File: src/sv/ptt_pkg.sv
// Shared constants, types and codes for the periodic timer table.
package ptt_pkg;

  localparam int SLOTS  = 32;
  localparam int IDX_W  = (SLOTS > 1) ? $clog2(SLOTS) : 1;
  localparam int SLOT_W = 5;
  localparam int PER_W  = 16;
  localparam int ELA_W  = 17;
  localparam int STEP_W = 10;
  localparam int OP_W   = 2;
  localparam int ADDR_W = 3;
  localparam int DATA_W = 32;

  localparam logic [ELA_W-1:0]  ELAPSED_MAX = {ELA_W{1'b1}};
  localparam logic [STEP_W-1:0] STEP_RST    = STEP_W'(10);

  // request opcodes
  localparam logic [OP_W-1:0] OP_TICK    = 2'd0;
  localparam logic [OP_W-1:0] OP_CREATE  = 2'd1;
  localparam logic [OP_W-1:0] OP_DESTROY = 2'd2;

  // register index, taken from paddr[2]
  localparam logic REG_STEP = 1'b0;
  localparam logic REG_RUN  = 1'b1;

  typedef enum logic [2:0] {
    KIND_CREATED   = 3'd0,
    KIND_FULL      = 3'd1,
    KIND_DESTROYED = 3'd2,
    KIND_EXPIRED   = 3'd3,
    KIND_TICK_DONE = 3'd4
  } kind_t;

  typedef enum logic [1:0] {
    S_IDLE,
    S_TICK,
    S_CREATE,
    S_DONE
  } state_t;

  // broadcast to every cell of the chain
  typedef struct packed {
    logic              adv;
    logic              clr;
    logic              tick_go;
    logic              create_go;
    logic [STEP_W-1:0] step;
    logic [PER_W-1:0]  period;
  } cell_cmd_t;

endpackage

File: src/sv/ptt_cell.sv
// One timer slot: live flag, interval, elapsed count and scan token stage.
module ptt_cell (
  input  logic                clk,
  input  logic                rst_n,
  input  ptt_pkg::cell_cmd_t  cmd,
  input  logic                kill,
  input  logic                tok_i,
  output logic                tok_o,
  output logic                exp_o,
  output logic                free_o
);

  logic                        tok_r;
  logic                        live_r, live_nxt;
  logic [ptt_pkg::PER_W-1:0]   per_r;
  logic [ptt_pkg::ELA_W-1:0]   ela_r, ela_nxt;
  logic [ptt_pkg::ELA_W:0]     sum;
  logic [ptt_pkg::ELA_W-1:0]   ela_sat;
  logic                        hit;
  logic                        claim;

  assign sum     = {1'b0, ela_r} +
                   {{(ptt_pkg::ELA_W + 1 - ptt_pkg::STEP_W){1'b0}}, cmd.step};
  assign ela_sat = sum[ptt_pkg::ELA_W] ? ptt_pkg::ELAPSED_MAX : sum[ptt_pkg::ELA_W-1:0];
  assign hit     = (ela_sat >= {{(ptt_pkg::ELA_W - ptt_pkg::PER_W){1'b0}}, per_r});
  assign claim   = tok_r & cmd.create_go & ~live_r;

  assign tok_o  = tok_r;
  assign exp_o  = tok_r & live_r & hit;
  assign free_o = tok_r & ~live_r;

  always_comb begin
    live_nxt = live_r;
    ela_nxt  = ela_r;
    if (kill) begin
      live_nxt = 1'b0;
      ela_nxt  = '0;
    end else if (tok_r && cmd.tick_go && live_r) begin
      ela_nxt = hit ? '0 : ela_sat;
    end else if (claim) begin
      live_nxt = 1'b1;
      ela_nxt  = '0;
    end
  end

  always_ff @(posedge clk) begin
    if (!rst_n) begin
      tok_r  <= 1'b0;
      live_r <= 1'b0;
      ela_r  <= '0;
    end else begin
      live_r <= live_nxt;
      ela_r  <= ela_nxt;
      if (cmd.clr) begin
        tok_r <= 1'b0;
      end else if (cmd.adv) begin
        tok_r <= tok_i;
      end
    end
  end

  always_ff @(posedge clk) begin
    if (claim) begin
      per_r <= cmd.period;
    end
  end

endmodule

File: src/sv/periodic_timer_table_unit.sv
// Periodic timer table: a chain of slot cells swept by a token, one slot per cycle
//   unless a result waits on out_tready. Tick: accept, scan of all SLOTS slots and
//   tick-done result; a frozen tick (run_enable 0) skips the scan. Create: scan up
//   to the lowest free slot, else full after the last; destroy: accept, then done.
// Reset (synchronous, rst_n low): every slot free, counts zero, tick_step 10,
//   run_enable 0, no result pending. Slot intervals are not reset.
module periodic_timer_table_unit (
  input  logic                        clk,
  input  logic                        rst_n,
  input  logic                        in_tvalid,
  output logic                        in_tready,
  // in_tuser: opcode[1:0]
  input  logic [ptt_pkg::OP_W-1:0]    in_tuser,
  // in_tdata: period[15:0], slot_id[20:16], zero[23:21]
  input  logic [23:0]                 in_tdata,
  output logic                        out_tvalid,
  input  logic                        out_tready,
  // out_tdata: slot[4:0], zero[7:5]
  output logic [7:0]                  out_tdata,
  // out_tuser: kind[2:0]
  output logic [2:0]                  out_tuser,
  output logic                        out_tlast,
  input  logic                        cfg_psel,
  input  logic                        cfg_penable,
  input  logic                        cfg_pwrite,
  input  logic [ptt_pkg::ADDR_W-1:0]  cfg_paddr,
  input  logic [ptt_pkg::DATA_W-1:0]  cfg_pwdata,
  output logic [ptt_pkg::DATA_W-1:0]  cfg_prdata,
  output logic                        cfg_pready
);

  localparam int SLOTS  = ptt_pkg::SLOTS;
  localparam int IDX_W  = ptt_pkg::IDX_W;
  localparam int SLOT_W = ptt_pkg::SLOT_W;

  // input fields
  logic [ptt_pkg::OP_W-1:0]   in_op;
  logic [ptt_pkg::PER_W-1:0]  in_per;
  logic [SLOT_W-1:0]          in_sid;
  logic                       in_acc;

  assign in_op  = in_tuser;
  assign in_per = in_tdata[15:0];
  assign in_sid = in_tdata[20:16];
  assign in_acc = in_tvalid & in_tready;

  // configuration
  logic [ptt_pkg::STEP_W-1:0] step_r;
  logic                       run_r;
  logic                       cfg_wr;

  assign cfg_pready = 1'b1;
  assign cfg_wr     = cfg_psel & cfg_penable & cfg_pwrite & cfg_pready;

  always_ff @(posedge clk) begin
    if (!rst_n) begin
      step_r <= ptt_pkg::STEP_RST;
      run_r  <= 1'b0;
    end else if (cfg_wr) begin
      unique case (cfg_paddr[2])
        ptt_pkg::REG_STEP: step_r <= cfg_pwdata[ptt_pkg::STEP_W-1:0];
        ptt_pkg::REG_RUN:  run_r  <= cfg_pwdata[0];
        default: ;
      endcase
    end
  end

  always_comb begin
    unique case (cfg_paddr[2])
      ptt_pkg::REG_STEP: cfg_prdata = {{(ptt_pkg::DATA_W - ptt_pkg::STEP_W){1'b0}}, step_r};
      ptt_pkg::REG_RUN:  cfg_prdata = {{(ptt_pkg::DATA_W - 1){1'b0}}, run_r};
      default:           cfg_prdata = '0;
    endcase
  end

  // sequencer state
  ptt_pkg::state_t            state_r, state_nxt;
  logic [IDX_W-1:0]           idx_r, idx_nxt;
  logic [ptt_pkg::PER_W-1:0]  per_r, per_nxt;
  ptt_pkg::kind_t             done_kind_r, done_kind_nxt;
  logic [SLOT_W-1:0]          done_slot_r, done_slot_nxt;

  // output register
  logic                       out_valid_r;
  ptt_pkg::kind_t             out_kind_r;
  logic [SLOT_W-1:0]          out_slot_r;
  logic                       out_last_r;
  logic                       out_free;
  logic                       ld;
  ptt_pkg::kind_t             ld_kind;
  logic [SLOT_W-1:0]          ld_slot;
  logic                       ld_last;

  // cell chain
  ptt_pkg::cell_cmd_t         cmd;
  logic                       inject;
  logic [SLOTS-1:0]           tok_v, exp_v, free_v, kill_v;
  logic                       any_exp, any_free, last_idx;

  assign out_free = ~out_valid_r | out_tready;
  assign any_exp  = |exp_v;
  assign any_free = |free_v;
  assign last_idx = (idx_r == IDX_W'(SLOTS - 1));

  genvar g;
  generate
    for (g = 0; g < SLOTS; g++) begin : g_cell
      logic tok_in;
      if (g == 0) begin : g_head
        assign tok_in = inject;
      end else begin : g_link
        assign tok_in = tok_v[g-1];
      end
      assign kill_v[g] = in_acc && (in_op == ptt_pkg::OP_DESTROY) && (int'(in_sid) == g);
      ptt_cell u_cell (
        .clk    (clk),
        .rst_n  (rst_n),
        .cmd    (cmd),
        .kill   (kill_v[g]),
        .tok_i  (tok_in),
        .tok_o  (tok_v[g]),
        .exp_o  (exp_v[g]),
        .free_o (free_v[g])
      );
    end
  endgenerate

  always_comb begin
    state_nxt     = state_r;
    idx_nxt       = idx_r;
    per_nxt       = per_r;
    done_kind_nxt = done_kind_r;
    done_slot_nxt = done_slot_r;
    ld            = 1'b0;
    ld_kind       = ptt_pkg::KIND_TICK_DONE;
    ld_slot       = '0;
    ld_last       = 1'b1;
    inject        = 1'b0;
    cmd.adv       = 1'b1;
    cmd.clr       = 1'b0;
    cmd.tick_go   = 1'b0;
    cmd.create_go = 1'b0;
    cmd.step      = step_r;
    cmd.period    = per_r;
    in_tready     = (state_r == ptt_pkg::S_IDLE);

    unique case (state_r)
      ptt_pkg::S_IDLE: begin
        if (in_acc) begin
          priority case (in_op)
            ptt_pkg::OP_TICK: begin
              if (run_r) begin
                inject    = 1'b1;
                idx_nxt   = '0;
                state_nxt = ptt_pkg::S_TICK;
              end else begin
                done_kind_nxt = ptt_pkg::KIND_TICK_DONE;
                done_slot_nxt = '0;
                state_nxt     = ptt_pkg::S_DONE;
              end
            end
            ptt_pkg::OP_CREATE: begin
              inject    = 1'b1;
              idx_nxt   = '0;
              per_nxt   = in_per;
              state_nxt = ptt_pkg::S_CREATE;
            end
            ptt_pkg::OP_DESTROY: begin
              done_kind_nxt = ptt_pkg::KIND_DESTROYED;
              done_slot_nxt = in_sid;
              state_nxt     = ptt_pkg::S_DONE;
            end
            default: ;  // unused opcode: dropped
          endcase
        end
      end
      ptt_pkg::S_TICK: begin
        if (any_exp && !out_free) begin
          cmd.adv = 1'b0;  // hold the token until the expiry can go out
        end else begin
          cmd.tick_go = 1'b1;
          if (any_exp) begin
            ld      = 1'b1;
            ld_kind = ptt_pkg::KIND_EXPIRED;
            ld_slot = SLOT_W'(idx_r);
            ld_last = 1'b0;
          end
          if (last_idx) begin
            done_kind_nxt = ptt_pkg::KIND_TICK_DONE;
            done_slot_nxt = '0;
            state_nxt     = ptt_pkg::S_DONE;
          end else begin
            idx_nxt = idx_r + IDX_W'(1);
          end
        end
      end
      ptt_pkg::S_CREATE: begin
        cmd.adv = out_free;
        if (out_free) begin
          cmd.create_go = 1'b1;
          if (any_free) begin
            ld        = 1'b1;
            ld_kind   = ptt_pkg::KIND_CREATED;
            ld_slot   = SLOT_W'(idx_r);
            cmd.clr   = 1'b1;
            state_nxt = ptt_pkg::S_IDLE;
          end else if (last_idx) begin
            ld        = 1'b1;
            ld_kind   = ptt_pkg::KIND_FULL;
            cmd.clr   = 1'b1;
            state_nxt = ptt_pkg::S_IDLE;
          end else begin
            idx_nxt = idx_r + IDX_W'(1);
          end
        end
      end
      ptt_pkg::S_DONE: begin
        if (out_free) begin
          ld        = 1'b1;
          ld_kind   = done_kind_r;
          ld_slot   = done_slot_r;
          state_nxt = ptt_pkg::S_IDLE;
        end
      end
      default: state_nxt = ptt_pkg::S_IDLE;
    endcase
  end

  always_ff @(posedge clk) begin
    if (!rst_n) begin
      state_r <= ptt_pkg::S_IDLE;
      idx_r   <= '0;
    end else begin
      state_r <= state_nxt;
      idx_r   <= idx_nxt;
    end
  end

  always_ff @(posedge clk) begin
    per_r       <= per_nxt;
    done_kind_r <= done_kind_nxt;
    done_slot_r <= done_slot_nxt;
  end

  always_ff @(posedge clk) begin
    if (!rst_n) begin
      out_valid_r <= 1'b0;
    end else if (ld) begin
      out_valid_r <= 1'b1;
    end else if (out_tready) begin
      out_valid_r <= 1'b0;
    end
  end

  always_ff @(posedge clk) begin
    if (ld) begin
      out_kind_r <= ld_kind;
      out_slot_r <= ld_slot;
      out_last_r <= ld_last;
    end
  end

  assign out_tvalid = out_valid_r;
  assign out_tdata  = {3'b000, out_slot_r};
  assign out_tuser  = out_kind_r;
  assign out_tlast  = out_last_r;

  // at most one cell holds the scan token
  a_tok_onehot: assert property (@(posedge clk) disable iff (!rst_n)
    $onehot0(tok_v))
    else $error("more than one scan token in the chain");

  // no token left in the chain once the sequencer is idle
  a_idle_no_tok: assert property (@(posedge clk) disable iff (!rst_n)
    (state_r == ptt_pkg::S_IDLE) |-> (tok_v == '0))
    else $error("scan token left behind in idle");

  // an expiry is never the closing result of a tick
  a_exp_not_last: assert property (@(posedge clk) disable iff (!rst_n)
    (out_valid_r && (out_kind_r == ptt_pkg::KIND_EXPIRED)) |-> !out_last_r)
    else $error("expiry result marked last");

  // the sweep stalls only while an expiry waits for a free output register
  a_hold_reason: assert property (@(posedge clk) disable iff (!rst_n)
    ((state_r == ptt_pkg::S_TICK) && !cmd.adv) |-> (any_exp && out_valid_r))
    else $error("tick sweep stalled without a pending expiry");

endmodule
File: config.mk
export PLATFORM = sky130hd
export DESIGN_NAME = periodic_timer_table_unit
export DESIGN_NICKNAME = d
export VERILOG_FILES = /design/src/sv/ptt_pkg.sv /design/src/sv/ptt_cell.sv /design/src/sv/periodic_timer_table_unit.sv
export SDC_FILE = /design/constraint.sdc
export NUM_CORES = 2
export LEC_CHECK = 0
export BUFFER_PORTS_ARGS = -buffer_cell sky130_fd_sc_hd__buf_2
export CAP_MARGIN = 20
export CORE_MARGIN = 2
export CORE_UTILIZATION = 50
export CTS_BUF_LIST = sky130_fd_sc_hd__clkbuf_2 sky130_fd_sc_hd__clkbuf_4 sky130_fd_sc_hd__clkbuf_8
export CTS_CLUSTER_SIZE = 8
export DETAILED_ROUTE_END_ITERATION = 10
export HOLD_SLACK_MARGIN = 0.12
export PLACE_DENSITY = 0.66
export SLEW_MARGIN = 20
export SYNTH_ARGS = -nofsm -noshare
export SYNTH_HDL_FRONTEND = slang
export SYNTH_SLANG_ARGS = --single-unit
export TNS_END_PERCENT = 1
File: constraint.sdc
create_clock -name clk -period 10.8 [get_ports clk]
set_input_delay 2.16 -clock clk [delete_from_list [all_inputs] [get_ports clk]]
set_output_delay 2.16 -clock clk [all_outputs]
set_load 0.005 [all_outputs]
==> flow_metrics.tcl <==
set metrics [dict create \
    status "completed" \
    slowest_delay_ns 0.94 \
    layout-drive-gt1-share_pct 8.82 \
    die_x_um 386 \
    grt_pass1_wl_um 322000 \
    max_freq_mhz 122 \
    timing.critical_path.arrival_ns 9.10 \
    setup_viol_count_final 0 \
    num_vias 59100 \
    cts_setup_buffers 0 \
    gr-total-overflow 0 \
    dr.first_iter.drc_count 5164 \
    synth_edf_count 544 \
    antenna_found_initial 21 \
    p_leak_uw 0.0357 \
    start_kind "register" \
    finalMaxSlewViolations 0 \
    wl_per_cell_um 21.5 \
    cap_violations 0 \
    synth_area_um2 72900 \
    crit_chain "buf_4 -> ha_1 -> o21ai_0 -> o21a_1 -> nor4b_1 -> nor2_1 -> o21ai_0 -> ha_1 -> and4_1 -> a21oi_1 -> a2111oi_0 -> o2111ai_1 -> a41oi_1 -> a31o_2 -> a211oi_1 -> nand4_1 -> a31oi_4 -> a41o_4 -> buf_12 -> a311oi_4 -> a21bo_2" \
    layout.nets 8688 \
    cts_resized 0 \
    fin_worst_skew_ns 0.0464 \
    cp_max_fo 57 \
    fillers 12900 \
    crit_type "reg2reg" \
    grt.total_usage_pct 28.1 \
    crit_family "compound AO/OA/AOI/OAI gates" \
    first_pass_iters 6 \
    grt_pass1_vias 56100 \
    ys_warn_count 0 \
    ys_ff_latch 1171 \
    core_um2 145000 \
    ys_seq_area_share_pct 39.6 \
    wl_um 212000 \
    worst_ir_drop_vdd_mv 0.173 \
    cts-root-buf "clkbuf_8" \
    rows 140 \
    setup_tns_ns 0 \
    synth_ff_type "dfxtp_1" \
    required_ns 11.69 \
    power_density_nw_per_um2 127 \
    relSlewSlack_pct 25.0 \
    io_pins 115 \
    hpwl_um 138000 \
    clock_path_buffers 3 \
    via_per_inst 6.00 \
    fin_area_um2 79700 \
    die_h_um 386 \
    post-route-drc-count 0 \
    htreeDepth 4 \
    syn_inst 7586 \
    cts_made_buffers 203 \
    gp_congestion 0.896 \
    rsz0062_at_grt "no" \
    placed_cell_area_um2 75300 \
    antenna_left 0 \
    hold_class "reg2reg" \
    ys_types 110 \
    cts_sinks 1171 \
    async_flop_share_pct 0 \
    tritoncts "built" \
    port-buffer-count 61 \
    clkLatencyLatePin_ns 0.95 \
    die_area_um2 149000 \
    holdBufCountCts 0 \
    syn_area_per_cell_um2 9.61 \
    grt_max_degree 84 \
    start_util_pct 50.2 \
    syn_to_final_growth_pct 9.35 \
    final-hold-violation-count 0 \
    period_minus_slack_ns 8.21 \
    cp.buffers_inverters 2 \
    endpoint_kind "register" \
    worst_pin_slew_ns 1.12 \
    final.period_utilization_pct 76.1 \
    crit_slowest_cell "a311oi_4" \
    path_clk_slew_ns 0.06 \
]
## power breakdown
part	leakage [uW]	switching, uW	internal, uW	total, uW
Clock	0.00229	1950	2390	4340
Combinational	0.0234	815	238	1050
Sequential	0.00995	33.7	4680	4710
## cell usage after synthesis, drive strengths merged, types with 16 or more instances
cell,instances,area share [%]
nand3,229,1.6
and3,105,0.90
a41oi,16,0.21
o2bb2ai,38,0.46
a21boi,30,0.32
a221o,32,0.44
and4,28,0.34
o21ai,373,2.6
a211oi,99,1.0
xnor2,195,2.3
o21a,92,0.95
nand4,139,1.2
a21oi,452,3.1
clkbuf,98,0.51
a32o,113,1.6
a31oi,61,0.56
nor2,472,2.4
a22o,262,3.1
o211ai,57,0.59
nor3,125,0.91
fa,32,0.88
or2,99,0.85
dfxtp,627,17
nor2b,109,0.94
a21o,177,1.8
nand2b,109,0.94
ha,842,14
or3,61,0.52
nand3b,16,0.16
buf,110,1.1
xor2,104,1.2
edfxtp,544,22
nor4,51,0.48
o31ai,25,0.26
nand2,599,3.1
and2,97,0.83
inv,626,3.2
o21bai,48,0.49
mux2i,42,0.58
## cell usage in the layout, fill, tap and decap left out, types with 111 or more instances in the layout
master    instances
dfxtp_1         617
nand3_1         229
edfxtp_1        544
ha_1            842
a21oi_1         450
a32o_1          113
o21ai_0         361
nor2_1          464
clkbuf_8        229
xnor2_1         195
a22o_1          262
inv_1           626
nand2_1         599
nand4_1         139
nor3_1          111
a21o_1          176
## path summary, 6_finish.rpt
kind | from | end | cells after the start | slack, ns
worst min register to register | g_cell[4].u_cell.ela_r[0]$_SDFFE_PP0P_ | g_cell[4].u_cell.ela_r[0]$_SDFFE_PP0P_ | 1 | 0.46
worst max register to register | step_r[2]$_SDFFE_PN0P_ | g_cell[0].u_cell.ela_r[11]$_SDFFE_PP0P_ | 21 | 2.59
worst max-delay path | step_r[2]$_SDFFE_PN0P_ | g_cell[0].u_cell.ela_r[11]$_SDFFE_PP0P_ | 21 | 2.59
worst min-delay path | g_cell[4].u_cell.ela_r[0]$_SDFFE_PP0P_ | g_cell[4].u_cell.ela_r[0]$_SDFFE_PP0P_ | 1 | 0.46
## cell type report
class                           count  area [um^2]  share of cell area (%)
Multi-Input combinational cell   5605        40700                    51.1
Sequential cell                  1171        28900                    36.3
Clock buffer                      294         3640                    4.57
Tap cell                         1917         2400                    3.01
Inverter                          626         2350                    2.95
Timing Repair Buffer              139          952                    1.19
Clock inverter                     90          683                   0.857
Antenna cell                        8         20.0                  0.0251
## cell families (layout without fill, tap and decap cells)
family | after synthesis | in the layout | share of synthesized area, %
other | 2 | 34 | 0.0103
buffers and inverters | 834 | 1149 | 4.82
AND/OR/NAND/NOR | 2286 | 2286 | 15.7
adder cells (fa/ha/maj) | 874 | 874 | 15.3
XOR/XNOR | 299 | 299 | 3.59
AO/OA/AOI/OAI | 2064 | 2064 | 20.1
multiplexers | 56 | 56 | 0.793
flip-flops | 1171 | 1171 | 39.6
## routing by layer
layer  vias to the layer above  part of all wire (%)  track usage, %
met5                         -                 0.033               0
met4                        12                   3.6            11.5
met3                       435                   8.1            5.41
met2                      2018                    45            44.7
met1                     28200                    43            37.6
li1                      28400                     -               -
## state kept, by name, summed over array words and instances, names as in the netlist, 2 cells and up
signal	cells
per_r	16
out_tuser	3
step_r	10
g_cell.u_cell.tok_o	32
g_cell.u_cell.per_r	512
idx_r	5
g_cell.u_cell.ela_r	544
done_slot_r	5
out_slot_r	5
state_r	2
g_cell.u_cell.live_r	32
done_kind_r	2
## worst register-to-register path, cell delays in order (launching register included)
cell and delay (ns):
dfxtp_4 0.76, buf_4 0.52, ha_1 0.40, o21ai_0 0.24, o21a_1 0.16, nor4b_1 0.07, nor2_1 0.67, o21ai_0 0.40
ha_1 0.41, and4_1 0.17, a21oi_1 0.08, a2111oi_0 0.60, o2111ai_1 0.23, a41oi_1 0.56, a31o_2 0.29, a211oi_1 0.08
nand4_1 0.24, a31oi_4 0.11, a41o_4 0.61, buf_12 0.36, a311oi_4 0.95, a21bo_2 0.27
## through the flow
step	utilization, %	cells	total power (uW)	hold WS, ns	setup slack (ns)
floorplan	-	7610	5490	0.430	2.76
global placement	51.8	9456	5810	0.440	2.73
detailed placement	51.8	9457	5830	0.448	2.68
CTS	54.8	9841	10100	0.461	2.64
global route	54.9	9844	10400	0.481	2.04
finish	54.9	9850	10100	0.459	2.59
Power figures use the tool's default switching activity.
